### config.mk
export PLATFORM = sky130hd
export DESIGN_NAME = http_date_to_epoch_parser_core_flat
export DESIGN_NICKNAME = d
export VERILOG_FILES = /design/src/rtl/hdep_pkg.sv /design/src/rtl/hdep_if.sv /design/src/rtl/hdep_ctrl.sv /design/src/rtl/hdep_datapath.sv /design/src/rtl/http_date_to_epoch_parser_core.sv /design/src/flat_wrapper.sv
export SDC_FILE = /design/constraint.sdc
export NUM_CORES = 1
export LEC_CHECK = 0
export ABC_AREA = 1
export BUFFER_PORTS_ARGS = -buffer_cell sky130_fd_sc_hd__buf_2
export CAP_MARGIN = 20
export CORE_UTILIZATION = 45
export CTS_CLUSTER_SIZE = 25
export DETAILED_ROUTE_END_ITERATION = 8
export PLACE_DENSITY = 0.64
export RECOVER_POWER = 25
export SLEW_MARGIN = 20
export SYNTH_ARGS = -nofsm -noshare
export SYNTH_HDL_FRONTEND = slang
export SYNTH_SLANG_ARGS = --single-unit
### constraint.sdc
create_clock -name clk_i -period 11.3 [get_ports clk_i]
set_clock_uncertainty 0.15 [all_clocks]
set_input_delay 0.565 -clock clk_i [delete_from_list [all_inputs] [get_ports clk_i]]
set_output_delay 0.565 -clock clk_i [all_outputs]
set_load 0.02 [all_outputs]
### src/rtl/hdep_pkg.sv
// Shared types, constants and tables for the HTTP date parser.
package hdep_pkg;

  // Field widths of the input and result words.
  localparam int unsigned CharW  = 8;
  localparam int unsigned EpochW = 39;

  // Numeric limits of the parsed fields.
  localparam int unsigned FieldW = 16;
  localparam int unsigned YearW  = 14;
  localparam logic [FieldW-1:0] FieldMax = 16'd65535;
  localparam logic [YearW-1:0]  YearMax  = 14'd9999;

  // Target of a digit accumulation.
  typedef enum logic [2:0] {
    ACC_DAY,
    ACC_YEAR,
    ACC_HOUR,
    ACC_MIN,
    ACC_SEC
  } acc_sel_e;

  // Step of the epoch conversion sequence.
  typedef enum logic [2:0] {
    CV_NONE,
    CV_ADJ,
    CV_Q100,
    CV_DSUM,
    CV_DAYS,
    CV_SECS,
    CV_HOUR,
    CV_MIN
  } conv_step_e;

  // Commands from the controller to the datapath.
  typedef struct packed {
    logic       acc_en;
    acc_sel_e   acc_sel;
    logic       mon_shift;
    logic       mon_clear;
    logic       mon_match;
    logic       yat;
    conv_step_e step;
    logic       out_load;
  } hdep_cmd_t;

  // Status from the datapath to the controller.
  typedef struct packed {
    logic out_free;
  } hdep_sts_t;

  // Three lower-case letters of a month name to its number, zero when unknown.
  function automatic logic [3:0] hdep_month_lookup(logic [23:0] key);
    logic [3:0] m;
    case (key)
      24'h6a616e: m = 4'd1;
      24'h666562: m = 4'd2;
      24'h6d6172: m = 4'd3;
      24'h617072: m = 4'd4;
      24'h6d6179: m = 4'd5;
      24'h6a756e: m = 4'd6;
      24'h6a756c: m = 4'd7;
      24'h617567: m = 4'd8;
      24'h736570: m = 4'd9;
      24'h6f6374: m = 4'd10;
      24'h6e6f76: m = 4'd11;
      24'h646563: m = 4'd12;
      default:    m = 4'd0;
    endcase
    return m;
  endfunction

  // Days before the month in a March-based year: (153*m - 457) / 5 for m = 3..14.
  function automatic logic [8:0] hdep_month_offset(logic [3:0] m);
    logic [8:0] d;
    case (m)
      4'd3:    d = 9'd0;
      4'd4:    d = 9'd31;
      4'd5:    d = 9'd61;
      4'd6:    d = 9'd92;
      4'd7:    d = 9'd122;
      4'd8:    d = 9'd153;
      4'd9:    d = 9'd184;
      4'd10:   d = 9'd214;
      4'd11:   d = 9'd245;
      4'd12:   d = 9'd275;
      4'd13:   d = 9'd306;
      4'd14:   d = 9'd337;
      default: d = 9'd0;
    endcase
    return d;
  endfunction

endpackage

### src/rtl/hdep_if.sv
// Stream interfaces for the character input and the epoch result.
interface hdep_char_if;
  logic                         valid;
  logic                         ready;
  logic [hdep_pkg::CharW-1:0]   char_byte;
  logic                         is_last;

  modport source (output valid, output char_byte, output is_last, input ready);
  modport sink   (input valid, input char_byte, input is_last, output ready);
endinterface

interface hdep_epoch_if;
  logic                                valid;
  logic                                ready;
  logic signed [hdep_pkg::EpochW-1:0]  epoch_seconds;
  logic                                month_found;

  modport source (output valid, output epoch_seconds, output month_found, input ready);
  modport sink   (input valid, input epoch_seconds, input month_found, output ready);
endinterface

### src/rtl/hdep_ctrl.sv
// Controller: character scanner state machine and conversion sequencer.
module hdep_ctrl (
  input  logic                       clk_i,
  input  logic                       rst_ni,
  input  logic                       in_valid_i,
  input  logic [hdep_pkg::CharW-1:0] char_byte_i,
  input  logic                       is_last_i,
  output logic                       in_ready_o,
  input  hdep_pkg::hdep_sts_t        sts_i,
  output hdep_pkg::hdep_cmd_t        cmd_o
);

  // Scan phases.
  localparam logic [4:0] PH_LEAD    = 5'd0;
  localparam logic [4:0] PH_WEEK    = 5'd1;
  localparam logic [4:0] PH_SP2     = 5'd2;
  localparam logic [4:0] PH_DAYNUM  = 5'd3;
  localparam logic [4:0] PH_DAYSKIP = 5'd4;
  localparam logic [4:0] PH_MON0    = 5'd5;
  localparam logic [4:0] PH_MON1    = 5'd6;
  localparam logic [4:0] PH_MON2    = 5'd7;
  localparam logic [4:0] PH_MONSKIP = 5'd8;
  localparam logic [4:0] PH_YDNUM   = 5'd9;
  localparam logic [4:0] PH_YDSKIP  = 5'd10;
  localparam logic [4:0] PH_SPH     = 5'd11;
  localparam logic [4:0] PH_HNUM    = 5'd12;
  localparam logic [4:0] PH_HSKIP   = 5'd13;
  localparam logic [4:0] PH_MNUM    = 5'd14;
  localparam logic [4:0] PH_MSKIP   = 5'd15;
  localparam logic [4:0] PH_SNUM    = 5'd16;
  localparam logic [4:0] PH_TSKIP   = 5'd17;
  localparam logic [4:0] PH_SPY     = 5'd18;
  localparam logic [4:0] PH_YNUM    = 5'd19;
  localparam logic [4:0] PH_IDLE    = 5'd20;

  // Top-level states.
  localparam logic [3:0] ST_PARSE = 4'd0;
  localparam logic [3:0] ST_ADJ   = 4'd1;
  localparam logic [3:0] ST_Q100  = 4'd2;
  localparam logic [3:0] ST_DSUM  = 4'd3;
  localparam logic [3:0] ST_DAYS  = 4'd4;
  localparam logic [3:0] ST_SECS  = 4'd5;
  localparam logic [3:0] ST_HOUR  = 4'd6;
  localparam logic [3:0] ST_MIN   = 4'd7;
  localparam logic [3:0] ST_DONE  = 4'd8;

  // Character codes.
  localparam logic [7:0] ChSpace = 8'h20;
  localparam logic [7:0] ChTab   = 8'h09;
  localparam logic [7:0] ChCr    = 8'h0d;
  localparam logic [7:0] ChComma = 8'h2c;
  localparam logic [7:0] ChDash  = 8'h2d;
  localparam logic [7:0] ChColon = 8'h3a;
  localparam logic [7:0] ChZero  = 8'h30;
  localparam logic [7:0] ChNine  = 8'h39;

  logic [3:0] state_q, state_d;
  logic [4:0] phase_q, phase_d;
  logic       yat_q, yat_d;
  logic       accept;
  logic       is_ws, is_dig, is_delim, is_colon, is_comma;

  // Character classes.
  assign is_ws    = (char_byte_i == ChSpace) || (char_byte_i >= ChTab && char_byte_i <= ChCr);
  assign is_dig   = (char_byte_i >= ChZero) && (char_byte_i <= ChNine);
  assign is_delim = (char_byte_i == ChDash) || is_ws;
  assign is_colon = (char_byte_i == ChColon);
  assign is_comma = (char_byte_i == ChComma);

  assign in_ready_o = (state_q == ST_PARSE);
  assign accept     = in_valid_i && in_ready_o;

  // Next state and datapath commands. Each scan phase resolves every phase
  // change that a single character causes.
  always_comb begin
    state_d = state_q;
    phase_d = phase_q;
    yat_d   = yat_q;
    cmd_o   = '0;
    cmd_o.acc_sel = hdep_pkg::ACC_DAY;
    cmd_o.step    = hdep_pkg::CV_NONE;
    cmd_o.yat     = yat_q;
    unique case (state_q)
      ST_PARSE: begin
        if (accept) begin
          unique case (phase_q) inside
            PH_LEAD: begin
              if (!is_ws) begin
                phase_d = is_comma ? PH_SP2 : PH_WEEK;
              end
            end
            PH_WEEK: begin
              if (is_comma || is_ws) begin
                phase_d = PH_SP2;
              end
            end
            PH_SP2: begin
              if (is_dig) begin
                yat_d         = 1'b0;
                cmd_o.acc_en  = 1'b1;
                cmd_o.acc_sel = hdep_pkg::ACC_DAY;
                phase_d       = PH_DAYNUM;
              end else if (is_delim && !is_ws) begin
                cmd_o.mon_clear = 1'b1;
                phase_d         = PH_YDNUM;
              end else if (!is_ws) begin
                cmd_o.mon_shift = 1'b1;
                phase_d         = PH_MON1;
              end
            end
            PH_DAYNUM: begin
              if (is_dig) begin
                cmd_o.acc_en  = 1'b1;
                cmd_o.acc_sel = hdep_pkg::ACC_DAY;
              end else begin
                phase_d = is_delim ? PH_MON0 : PH_DAYSKIP;
              end
            end
            PH_DAYSKIP: begin
              if (is_delim) begin
                phase_d = PH_MON0;
              end
            end
            PH_MON0, PH_MON1: begin
              if (is_delim) begin
                cmd_o.mon_clear = 1'b1;
                phase_d         = PH_YDNUM;
              end else begin
                cmd_o.mon_shift = 1'b1;
                phase_d         = phase_q + 5'd1;
              end
            end
            PH_MON2: begin
              cmd_o.mon_match = 1'b1;
              phase_d         = is_delim ? PH_YDNUM : PH_MONSKIP;
            end
            PH_MONSKIP: begin
              if (is_delim) begin
                phase_d = PH_YDNUM;
              end
            end
            PH_YDNUM: begin
              if (is_dig) begin
                cmd_o.acc_en  = 1'b1;
                cmd_o.acc_sel = yat_q ? hdep_pkg::ACC_DAY : hdep_pkg::ACC_YEAR;
              end else begin
                phase_d = is_ws ? PH_SPH : PH_YDSKIP;
              end
            end
            PH_YDSKIP: begin
              if (is_ws) begin
                phase_d = PH_SPH;
              end
            end
            PH_SPH: begin
              if (is_dig) begin
                cmd_o.acc_en  = 1'b1;
                cmd_o.acc_sel = hdep_pkg::ACC_HOUR;
                phase_d       = PH_HNUM;
              end else if (!is_ws) begin
                phase_d = is_colon ? PH_MNUM : PH_HSKIP;
              end
            end
            PH_HNUM: begin
              if (is_dig) begin
                cmd_o.acc_en  = 1'b1;
                cmd_o.acc_sel = hdep_pkg::ACC_HOUR;
              end else begin
                phase_d = is_colon ? PH_MNUM : PH_HSKIP;
              end
            end
            PH_HSKIP: begin
              if (is_colon) begin
                phase_d = PH_MNUM;
              end
            end
            PH_MNUM: begin
              if (is_dig) begin
                cmd_o.acc_en  = 1'b1;
                cmd_o.acc_sel = hdep_pkg::ACC_MIN;
              end else begin
                phase_d = is_colon ? PH_SNUM : PH_MSKIP;
              end
            end
            PH_MSKIP: begin
              if (is_colon) begin
                phase_d = PH_SNUM;
              end
            end
            PH_SNUM: begin
              if (is_dig) begin
                cmd_o.acc_en  = 1'b1;
                cmd_o.acc_sel = hdep_pkg::ACC_SEC;
              end else if (yat_q) begin
                phase_d = is_ws ? PH_SPY : PH_TSKIP;
              end else begin
                phase_d = PH_IDLE;
              end
            end
            PH_TSKIP: begin
              if (is_ws) begin
                phase_d = PH_SPY;
              end
            end
            PH_SPY: begin
              if (is_dig) begin
                cmd_o.acc_en  = 1'b1;
                cmd_o.acc_sel = hdep_pkg::ACC_YEAR;
                phase_d       = PH_YNUM;
              end else if (!is_ws) begin
                phase_d = PH_IDLE;
              end
            end
            PH_YNUM: begin
              if (is_dig) begin
                cmd_o.acc_en  = 1'b1;
                cmd_o.acc_sel = hdep_pkg::ACC_YEAR;
              end else begin
                phase_d = PH_IDLE;
              end
            end
            default: begin
              phase_d = PH_IDLE;
            end
          endcase
          if (is_last_i) begin
            state_d = ST_ADJ;
          end
        end
      end
      ST_ADJ: begin
        cmd_o.step = hdep_pkg::CV_ADJ;
        state_d    = ST_Q100;
      end
      ST_Q100: begin
        cmd_o.step = hdep_pkg::CV_Q100;
        state_d    = ST_DSUM;
      end
      ST_DSUM: begin
        cmd_o.step = hdep_pkg::CV_DSUM;
        state_d    = ST_DAYS;
      end
      ST_DAYS: begin
        cmd_o.step = hdep_pkg::CV_DAYS;
        state_d    = ST_SECS;
      end
      ST_SECS: begin
        cmd_o.step = hdep_pkg::CV_SECS;
        state_d    = ST_HOUR;
      end
      ST_HOUR: begin
        cmd_o.step = hdep_pkg::CV_HOUR;
        state_d    = ST_MIN;
      end
      ST_MIN: begin
        cmd_o.step = hdep_pkg::CV_MIN;
        state_d    = ST_DONE;
      end
      ST_DONE: begin
        // Hand the result over once the output register is free, then rearm.
        if (sts_i.out_free) begin
          cmd_o.out_load = 1'b1;
          state_d        = ST_PARSE;
          phase_d        = PH_LEAD;
          yat_d          = 1'b1;
        end
      end
      default: begin
        state_d = ST_PARSE;
      end
    endcase
  end

  // State registers.
  always_ff @(posedge clk_i or negedge rst_ni) begin
    if (!rst_ni) begin
      state_q <= ST_PARSE;
      phase_q <= PH_LEAD;
      yat_q   <= 1'b1;
    end else begin
      state_q <= state_d;
      phase_q <= phase_d;
      yat_q   <= yat_d;
    end
  end

endmodule

### src/rtl/hdep_datapath.sv
// Datapath: field accumulators, month matcher, epoch arithmetic and result register.
module hdep_datapath (
  input  logic                              clk_i,
  input  logic                              rst_ni,
  input  logic [hdep_pkg::CharW-1:0]        char_byte_i,
  input  hdep_pkg::hdep_cmd_t               cmd_i,
  output hdep_pkg::hdep_sts_t               sts_o,
  output logic                              out_valid_o,
  input  logic                              out_ready_i,
  output logic signed [hdep_pkg::EpochW-1:0] epoch_seconds_o,
  output logic                              month_found_o
);

  localparam int unsigned AccW = 42;

  logic [hdep_pkg::FieldW-1:0] day_q, hour_q, min_q, sec_q;
  logic [hdep_pkg::YearW-1:0]  year_q;
  logic [3:0]                  mon_q;
  logic [15:0]                 letters_q;
  logic [hdep_pkg::YearW-1:0]  y_adj_q, y_adj_d;
  logic [3:0]                  m_adj_q, m_adj_d;
  logic [6:0]                  q100_q, q100_d;
  logic signed [AccW-1:0]      acc_q, acc_d;
  logic                        out_valid_q;
  logic signed [hdep_pkg::EpochW-1:0] epoch_q;
  logic                        found_q;

  logic [7:0]                  folded;
  logic [3:0]                  digit;
  logic [hdep_pkg::FieldW-1:0] acc_cur, acc_lim, acc_new;
  logic [19:0]                 acc_sum;
  logic signed [24:0]          mul_a;
  logic signed [17:0]          mul_b;
  logic signed [42:0]          prod;
  logic [hdep_pkg::YearW-1:0]  y_tmp;

  // Lower-case fold of letters and digit value.
  assign folded = (char_byte_i >= 8'h41 && char_byte_i <= 8'h5a) ?
                  (char_byte_i | 8'h20) : char_byte_i;
  assign digit  = char_byte_i[3:0];

  // Decimal accumulator shared by all numeric fields: v*10 + digit, saturating.
  always_comb begin
    case (cmd_i.acc_sel)
      hdep_pkg::ACC_YEAR: acc_cur = {2'b00, year_q};
      hdep_pkg::ACC_HOUR: acc_cur = hour_q;
      hdep_pkg::ACC_MIN:  acc_cur = min_q;
      hdep_pkg::ACC_SEC:  acc_cur = sec_q;
      default:            acc_cur = day_q;
    endcase
    acc_lim = (cmd_i.acc_sel == hdep_pkg::ACC_YEAR) ? {2'b00, hdep_pkg::YearMax} :
                                                      hdep_pkg::FieldMax;
    acc_sum = {1'b0, acc_cur, 3'b000} + {3'b000, acc_cur, 1'b0} + {16'd0, digit};
    acc_new = (acc_sum > {4'd0, acc_lim}) ? acc_lim : acc_sum[15:0];
  end

  // Parsed fields; cleared when the result is handed over.
  always_ff @(posedge clk_i or negedge rst_ni) begin
    if (!rst_ni) begin
      day_q     <= '0;
      year_q    <= '0;
      hour_q    <= '0;
      min_q     <= '0;
      sec_q     <= '0;
      mon_q     <= '0;
      letters_q <= '0;
    end else if (cmd_i.out_load) begin
      day_q     <= '0;
      year_q    <= '0;
      hour_q    <= '0;
      min_q     <= '0;
      sec_q     <= '0;
      mon_q     <= '0;
      letters_q <= '0;
    end else begin
      if (cmd_i.acc_en) begin
        case (cmd_i.acc_sel)
          hdep_pkg::ACC_YEAR: year_q <= acc_new[hdep_pkg::YearW-1:0];
          hdep_pkg::ACC_HOUR: hour_q <= acc_new;
          hdep_pkg::ACC_MIN:  min_q  <= acc_new;
          hdep_pkg::ACC_SEC:  sec_q  <= acc_new;
          default:            day_q  <= acc_new;
        endcase
      end
      if (cmd_i.mon_shift) begin
        letters_q <= {letters_q[7:0], folded};
      end
      if (cmd_i.mon_clear) begin
        mon_q <= '0;
      end else if (cmd_i.mon_match) begin
        mon_q <= hdep_pkg::hdep_month_lookup({letters_q, folded});
      end
    end
  end

  // One shared multiplier; the sequencer steps operands through it.
  assign prod = mul_a * mul_b;

  always_comb begin
    y_adj_d = y_adj_q;
    m_adj_d = m_adj_q;
    q100_d  = q100_q;
    acc_d   = acc_q;
    mul_a   = '0;
    mul_b   = '0;
    y_tmp   = year_q;
    case (cmd_i.step)
      hdep_pkg::CV_ADJ: begin
        // Century fix for two-digit years, then shift to a March-based year.
        if (year_q < 14'd100) begin
          y_tmp = year_q + (cmd_i.yat ? 14'd1900 : 14'd2000);
        end
        if (mon_q < 4'd3) begin
          m_adj_d = mon_q + 4'd12;
          y_adj_d = y_tmp - 14'd1;
        end else begin
          m_adj_d = mon_q;
          y_adj_d = y_tmp;
        end
      end
      hdep_pkg::CV_Q100: begin
        // y / 100 as a reciprocal multiply, exact for the year range.
        mul_a  = $signed({11'd0, y_adj_q});
        mul_b  = 18'sd5243;
        q100_d = prod[25:19];
      end
      hdep_pkg::CV_DSUM: begin
        acc_d = $signed({26'd0, day_q})
              + $signed({33'd0, hdep_pkg::hdep_month_offset(m_adj_q)})
              + $signed({30'd0, y_adj_q[hdep_pkg::YearW-1:2]})
              - $signed({35'd0, q100_q})
              + $signed({37'd0, q100_q[6:2]})
              - 42'sd719469;
      end
      hdep_pkg::CV_DAYS: begin
        mul_a = $signed({11'd0, y_adj_q});
        mul_b = 18'sd365;
        acc_d = acc_q + $signed(prod[AccW-1:0]);
      end
      hdep_pkg::CV_SECS: begin
        mul_a = acc_q[24:0];
        mul_b = 18'sd86400;
        acc_d = $signed(prod[AccW-1:0]) + $signed({26'd0, sec_q});
      end
      hdep_pkg::CV_HOUR: begin
        mul_a = $signed({9'd0, hour_q});
        mul_b = 18'sd3600;
        acc_d = acc_q + $signed(prod[AccW-1:0]);
      end
      hdep_pkg::CV_MIN: begin
        mul_a = $signed({9'd0, min_q});
        mul_b = 18'sd60;
        acc_d = acc_q + $signed(prod[AccW-1:0]);
      end
      default: begin
        acc_d = acc_q;
      end
    endcase
  end

  // Conversion working registers.
  always_ff @(posedge clk_i) begin
    y_adj_q <= y_adj_d;
    m_adj_q <= m_adj_d;
    q100_q  <= q100_d;
    acc_q   <= acc_d;
  end

  // Result register.
  always_ff @(posedge clk_i or negedge rst_ni) begin
    if (!rst_ni) begin
      out_valid_q <= 1'b0;
    end else if (cmd_i.out_load) begin
      out_valid_q <= 1'b1;
    end else if (out_ready_i) begin
      out_valid_q <= 1'b0;
    end
  end

  always_ff @(posedge clk_i) begin
    if (cmd_i.out_load) begin
      epoch_q <= acc_q[hdep_pkg::EpochW-1:0];
      found_q <= (mon_q != 4'd0);
    end
  end

  assign sts_o.out_free  = !out_valid_q || out_ready_i;
  assign out_valid_o     = out_valid_q;
  assign epoch_seconds_o = epoch_q;
  assign month_found_o   = found_q;

endmodule

### src/rtl/http_date_to_epoch_parser_core.sv
// After the last character the states ADJ, Q100, DSUM, DAYS, SECS, HOUR and MIN step
// through the epoch arithmetic on one shared multiplier; DONE loads the result register
// once it is free. Throughput: one character per cycle, none from the last to that load.
// Reset: asynchronous, active low; scanner returns to skipping leading white space,
// all fields clear to zero and the result register is empty.
module http_date_to_epoch_parser_core (
  input  logic       clk_i,
  input  logic       rst_ni,
  hdep_char_if.sink  char_i,
  hdep_epoch_if.source epoch_o
);

  hdep_pkg::hdep_cmd_t cmd;
  hdep_pkg::hdep_sts_t sts;

  // Scanner and conversion sequencer.
  hdep_ctrl u_ctrl (
    .clk_i       (clk_i),
    .rst_ni      (rst_ni),
    .in_valid_i  (char_i.valid),
    .char_byte_i (char_i.char_byte),
    .is_last_i   (char_i.is_last),
    .in_ready_o  (char_i.ready),
    .sts_i       (sts),
    .cmd_o       (cmd)
  );

  // Field storage and arithmetic.
  hdep_datapath u_datapath (
    .clk_i           (clk_i),
    .rst_ni          (rst_ni),
    .char_byte_i     (char_i.char_byte),
    .cmd_i           (cmd),
    .sts_o           (sts),
    .out_valid_o     (epoch_o.valid),
    .out_ready_i     (epoch_o.ready),
    .epoch_seconds_o (epoch_o.epoch_seconds),
    .month_found_o   (epoch_o.month_found)
  );

  // Field updates happen only on an accepted word.
  assert property (@(posedge clk_i) disable iff (!rst_ni)
    (cmd.acc_en || cmd.mon_shift || cmd.mon_match) |-> (char_i.valid && char_i.ready))
    else $error("field update without an accepted word");

  // The last character stops input until the result is built.
  assert property (@(posedge clk_i) disable iff (!rst_ni)
    (char_i.valid && char_i.ready && char_i.is_last) |=> !char_i.ready)
    else $error("input taken during conversion");

  // A result load always shows up at the output.
  assert property (@(posedge clk_i) disable iff (!rst_ni)
    cmd.out_load |=> epoch_o.valid)
    else $error("result load lost");

  // A result is never loaded over one that has not been taken.
  assert property (@(posedge clk_i) disable iff (!rst_ni)
    cmd.out_load |-> (!epoch_o.valid || epoch_o.ready))
    else $error("result overwritten");

endmodule
### src/flat_wrapper.sv
// flat-port wrapper written by rule: the top's interface ports become plain ports
module http_date_to_epoch_parser_core_flat 
  (clk_i, rst_ni, char_i_valid, char_i_char_byte, char_i_is_last, char_i_ready, epoch_o_valid, epoch_o_epoch_seconds, epoch_o_month_found, epoch_o_ready);
  hdep_char_if char_i_i ();
  hdep_epoch_if epoch_o_i ();
  input  logic clk_i;
  input  logic rst_ni;
  input wire logic [$bits(char_i_i.valid)-1:0] char_i_valid;
  input wire logic [$bits(char_i_i.char_byte)-1:0] char_i_char_byte;
  input wire logic [$bits(char_i_i.is_last)-1:0] char_i_is_last;
  output wire logic [$bits(char_i_i.ready)-1:0] char_i_ready;
  output wire logic [$bits(epoch_o_i.valid)-1:0] epoch_o_valid;
  output wire logic [$bits(epoch_o_i.epoch_seconds)-1:0] epoch_o_epoch_seconds;
  output wire logic [$bits(epoch_o_i.month_found)-1:0] epoch_o_month_found;
  input wire logic [$bits(epoch_o_i.ready)-1:0] epoch_o_ready;
  assign char_i_i.valid = char_i_valid;
  assign char_i_i.char_byte = char_i_char_byte;
  assign char_i_i.is_last = char_i_is_last;
  assign char_i_ready = char_i_i.ready;
  assign epoch_o_valid = epoch_o_i.valid;
  assign epoch_o_epoch_seconds = epoch_o_i.epoch_seconds;
  assign epoch_o_month_found = epoch_o_i.month_found;
  assign epoch_o_i.ready = epoch_o_ready;
  http_date_to_epoch_parser_core u_core (.clk_i(clk_i), .rst_ni(rst_ni), .char_i(char_i_i), .epoch_o(epoch_o_i));
endmodule
### Word-level counts from Yosys, hierarchy flattened

Memory sizes are Yosys's and may differ from the RTL's. A register that Yosys moved wholly into a read port is not among the register bits.
Cells that the tools add are included.

| word-level totals | value |
|---|---|
| register bits after elaboration | 216 |
| memories kept | 1 |
| memory bits (read-only) | 144 |
| input bits | 13 |
| output and inout port bits | 42 |
| word-level logic and storage cells | 258 |

| cells by class | value |
|---|---|
| reductions and logical operators | 39 |
| muxes and demuxes | 101 |
| equal/unequal tests | 77 |
| add/sub/neg operators | 13 |
| $mul | 1 |
| $lt $le $gt $ge | 9 |

Memories:

| memory | words | width | rd ports | clocked after Yosys merged registers in | wr ports | line | text |
|---|---|---|---|---|---|---|---|
| (no name shown) | 16 | 9 | 1 | 1 | 0 | hdep_pkg.sv:76 | `case (m)` |

Operators by type and width:

| kind | count |
|---|---|
| equality test 24 x 23 -> 1 bit (second input constant) | 12 |
| two-way mux 16 bit | 16 |
| case mux 42 bit (3 select lines) | 1 |
| two-way mux 5 bit | 25 |
| case mux 25 bit (4 select lines) | 1 |
| case mux 5 bit (19 select lines) | 1 |
| case mux 17 bit (5 select lines) | 1 |
| two-way mux 14 bit | 6 |
| case mux 16 bit (4 select lines) | 1 |
| two-way mux 4 bit | 14 |
| case mux 4 bit (12 select lines) | 1 |
| adder 42 x 17 -> 42 bit | 1 |
| adder 42 bit | 1 |
| multiplier 25 x 18 -> 42 bit | 1 |
| equality test 5 x 4 -> 1 bit (second input constant) | 8 |
| != test 3 bit (second input constant) | 13 |
| case mux 4 bit (9 select lines) | 1 |
| equality test 8 x 6 -> 1 bit (second input constant) | 4 |
| case mux 4 bit (6 select lines) | 1 |
| subtractor 20 x 21 -> 22 bit (second input constant) | 1 |
| case mux 3 bit (7 select lines) | 1 |
| adder 19 x 17 -> 20 bit | 1 |
| adder 19 x 6 -> 20 bit | 1 |
| adder 20 x 4 -> 20 bit | 1 |
| 57 further kinds | 126 |

### Depth between registers and ports, before layout

| depth | value |
|---|---|
| depth after elaboration | 19 |
| depth in mapped cells | 44 |
| gate-level depth less buffers | 43 |

### Cells and area by module

From an unflattened synthesis, not the netlist that was laid out.

| second synthesis, totals | value |
|---|---|
| cell total of the unflattened synthesis | 3869 |
| area total of the unflattened synthesis | 29829.9 sq um |

Modules (own cells, without submodules):

| module | times used | area each (sq um) | cells an instance | sequential area each (sq um) |
|---|---|---|---|---|
| hdep_datapath | 1 | 28417.3 | 3607 | 5780.5 |
| hdep_ctrl | 1 | 1412.6 | 262 | 251.5 |

### Worst setup path after synthesis

No wires, ideal clock.

| timing | value |
|---|---|
| kind | register -> register |
| start | reg u_core.u_ctrl.state_q[1] |
| end | reg u_core.u_datapath.acc_q[35], data pin |
| stages on the path, launching flop included | 39 |
| data required time | 10.894 ns |
| library setup time | 0.256 ns |
| clock period less this slack | 8.789 ns |
| arrival time | 8.382 ns |
| path slack | 2.511 ns |
| path buffers | 1 |
| path through | dfrtp_1 inv_1 nor2_1 nand2_1 nor2_1 nor2_1 buf_2 nor2_1 nor3_1 or2_2 fa_1 fa_1 fa_1 inv_1 fa_1 fa_1 inv_1 fa_1 [... 3 more ...] inv_1 a21oi_1 o21ai_0 a31oi_1 o21ai_0 xor2_1 ha_1 nand2_1 nor2_1 inv_1 nor2_1 and3_1 a21oi_1 o21ai_0 a21oi_1 o21ai_0 or2_2 nand2_1 |

| between the ends | value |
|---|---|
| cells in the longest elaborated chain, start to end | 8 |
| elaborated cells between the ends (all ways) | 22 |
| those cells by class | add/sub: 2; mul: 1; eq/ne: 13; mux: 4; reduce/logical: 2 |

RTL lines:

| element | line | text |
|---|---|---|
| from (decl) | hdep_ctrl.sv:57 | `logic [3:0] state_q, state_d;` |
| from (signal assigned) | hdep_ctrl.sv:281 | `state_q <= state_d;` |
| equality test 4 x 3 -> 1 bit (tied with other cells) | hdep_ctrl.sv:83 | `unique case (state_q)` |
| case mux 3 bit (7 select lines) * | hdep_ctrl.sv:83 |  |
| equality test 3 bit / equality test 3 x 2 -> 1 bit (equally long branches) | hdep_datapath.sv:107 | `case (cmd_i.step)` |
| OR reduction 2 bit (no source line) | - |  |
| case mux 25 bit (4 select lines) | hdep_datapath.sv:107 |  |
| multiplier 25 x 18 -> 42 bit * | hdep_datapath.sv:97 | `assign prod = mul_a * mul_b;` |
| named net u_core.u_datapath.prod[20] | hdep_datapath.sv:34 | `logic signed [42:0] prod;` |
| adder 42 bit / adder 42 x 17 -> 42 bit (equally long branches) | - |  |
| case mux 42 bit (3 select lines) * | hdep_datapath.sv:107 |  |
| named net u_core.u_datapath.acc_d[35] | hdep_datapath.sv:23 | `logic signed [AccW-1:0] acc_q, acc_d;` |
| to (signal assigned) | hdep_datapath.sv:166 | `acc_q <= acc_d;` |
| to (decl) | hdep_datapath.sv:23 |  |

Mark *: on every way through the listed nets, which the timed path passes. The rest lies on a longest branch.
A chain may end at the register's enable or synchronous reset.

### Final worst setup path

| timing | value |
|---|---|
| start | reg u_core.u_ctrl.state_q[3] |
| end | reg u_core.u_datapath.acc_q[35], data pin |

Same word-level chain as after synthesis.

==> summary.md <==
| Metric | Value |
|---|---|
| Cell taking the most area after synthesis | `fa_1` |
| Diode count | `0` |
| Post-synth top area share | `24.7%` |
| H-tree levels | `1` |
| Die area | `65600 um^2` |
| Clock root buffer master | `clkbuf_16` |
| HPWL Detailed | `75.5 mm` |
| Final nets | `4390` |
| Global-route wire length before repair | `142 mm` |
| CTS Buffer Depth | `3` |
| Top_reg_cell synth | `dfrtp_1` |
| R2R Path Start | `u_core.u_ctrl.state_q[3]` |
| WHS Path Cells | `3` |
| Crit start category | `register` |
| Worst hold path type | `in2reg` |
| Final Non-Filler Cells | `4630` |
| Synth warnings | `0` |
| HP Start | `char_i_char_byte[6]` |
| Yosys cell types | `65` |
| EDFF count, synth | `104` |
| Clk slew on worst S/H paths | `0.06 ns` |
| Wire length per cell | `19.6 um` |
| Worst Reg-to-Reg Cells | `37` |
| Total CTS buffers | `29` |
| Vias | `24561` |
| Routed Antenna Nets | `0` |
| Arr. time, crit path | `10.64 ns` |
| Worst path slowest cell | `o21ai_0` |
| Hold Crit Endpoint | `u_core.u_datapath.letters_q[6]` |
| Placed cell areas | `30700 um^2` |
| First-pass detailed-route iteration total | `6` |
| Pre-CTS setup slack | `0.614 ns` |
| Starting DRT DRC Count | `2584` |
| Vias/cell | `5.30` |
| Commonest non-fill, non-tap cell in the layout | `inv_1` |
| Failing checks | `capacitance limit, slew limit` |
| Endpoints failing hold | `0` |
| Final non-filler cell area | `31800 um^2` |
| Worst setup EP type | `register` |
| GPL Wtd Cong | `1.05` |
| Syn Area/Cell | `8.09 um^2` |
| Min Tclk post-route | `10.46 ns` |
| #FFs+latches synth | `222` |
| Commonest non-fill, non-tap cells in the layout | `inv_1, nand2_1, fa_1` |
| DR DRC count | `0` |
| Post-Syn Instances | `3592` |
| Max cap viols | `1` |
| Reg2reg end | `u_core.u_datapath.acc_q[35]` |
| Area Overhead vs Synth | `9.39%` |
| Layout cells sized above 1 | `4.86%` |
| Final setup fails | `0` |
| Initial antenna violation count | `0` |
| Crit Path Max Fanout | `13` |
| Slew Viols, Final | `54` |
| RSZ-0062 raised after global routing | `false` |
| FMAX | `95.6 MHz` |
| Rows | `92` |
| Die X | `256 um` |
| CP most frequent cell | `nand2_1` |
| Core box area | `63400 um^2` |
| Crit Path Class | `reg2reg` |
| Cell area after synthesis | `29100 um^2` |
| Top-level I/O count | `55` |
| Rel. slew slack | `-96.1%` |
| CTS tree | `done` |
| Num Clock Sinks | `222` |
| Synth area leaders | `fa_1, inv_1, ha_1` |
| Setup WS post-layout | `0.836 ns` |
| Setup TNS | `0 ns` |
| All-Layer GR Usage | `28.2%` |
| Skew-Pair Late Insertion Delay | `0.62 ns` |
| Placed Cells incl. Taps | `4574` |
| WP data required | `11.48 ns` |
| Slew @ Worst Pin | `2.94 ns` |
| Die Y | `256 um` |
| Fillers | `6191` |
| Synth async-reset ratio | `49.1%` |
| Register area share after synthesis | `20.8%` |
| GR Overflow Total | `0` |
| Initial Util | `45.8%` |
| IO buf count | `54` |
| Vias in the first global route | `24037` |
| Largest net degree at the start of global routing | `58` |
| Tcrit/Tclk final | `92.6%` |
| Worst reg2reg setup slack | `0.84 ns` |
| Routed WL | `90.5 mm` |
| Status | `finished, violations left` |
| Crit-path max cell delay | `0.56 ns` |
-- layout make-up --
cell class | instances | area (um^2) | area share [%]
flip-flops and latches | 222 | 6030 | 19.0
clock inverters | 24 | 283 | 0.890
repair buffers | 84 | 473 | 1.49
inverters | 902 | 3390 | 10.7
well taps | 846 | 1060 | 3.33
multi-input cells | 2521 | 19800 | 62.3
repair inverters | 1 | 5.00 | 0.0157
clock buffers | 30 | 739 | 2.33
-- critical path: cells and delay by family (launching register included) --
family	cells	cell delay [ns]
fa+ha+maj	8	3.62
compound gates	9	2.73
simple gates	13	2.39
buf+inv	6	0.64
flops	1	0.46
xor+xnor	1	0.17
-- registers in the layout (all words and copies together), names as in the netlist, 5 cells and up, named ones only --
register and flops:
u_core.u_datapath.y_adj_q 14, u_core.u_ctrl.phase_q 5, u_core.u_datapath.q100_q 7, u_core.u_datapath.hour_q 16, u_core.u_datapath.day_q 16, u_core.u_datapath.sec_q 16, u_core.u_datapath.year_q 14, u_core.u_datapath.min_q 16
u_core.u_datapath.letters_q 16, u_core.u_datapath.acc_q 39, u_core.u_datapath.epoch_seconds_o 39
-- worst max path at each step --
stage                                   from                          end  slack, ns  cells past startpoint
finish              u_core.u_ctrl.state_q[3]  u_core.u_datapath.acc_q[35]       0.84                     37
global route        u_core.u_ctrl.state_q[3]  u_core.u_datapath.acc_q[38]       0.08                     39
CTS                 u_core.u_ctrl.state_q[0]  u_core.u_datapath.acc_q[38]       0.50                     42
detailed placement  u_core.u_ctrl.state_q[0]  u_core.u_datapath.acc_q[38]       0.61                     42
global placement    u_core.u_ctrl.state_q[0]  u_core.u_datapath.acc_q[38]       0.83                     42
floorplan           u_core.u_ctrl.state_q[1]  u_core.u_datapath.acc_q[35]       2.51                     38
-- cell usage after synthesis, drive strengths merged (34+ instances only) --
master	count
nor3	49
clkbuf	34
nor2	355
xor2	66
nand2	486
nand3	190
edfxtp	104
o21ai	188
nand4	52
fa	358
ha	258
o22ai	34
a21oi	176
dfrtp	108
inv	900
-- metal layers --
metal,up-vias,track usage [%],part of all wire [%]
met1,11835,42.8,46
met5,-,0,0
met3,134,4.46,9.3
met4,0,8.60,3.2
li1,11553,-,-
met2,1039,41.0,42
-- repair_timing --
item,4_1_cts,5_1_grt
hold buffers,1,0
endpoints found under the setup margin,0,5
setup buffers,0,0
endpoints found under the hold margin,52,0
resized for setup,0,5
-- logic make-up after synthesis --
kind of cell	Yosys count	share of synthesized area, %
compound gates	519	10.4
buf+inv	960	12.6
fa+ha+maj	616	35.8
flops	222	20.8
other cells	2	0.0258
xor+xnor	96	2.89
simple gates	1177	17.6
-- through the flow --
stage               util, %  hold slack, ns
finish                 50.1          0.0519
global route           50.1          0.0611
CTS                    50.1          0.0341
detailed placement     48.5           0.293
global placement       48.5           0.295
floorplan                 -           0.119
Power is left out: the tool's default activity adds up to more than one toggle a clock period on the data nets, which glitch-free logic cannot reach.
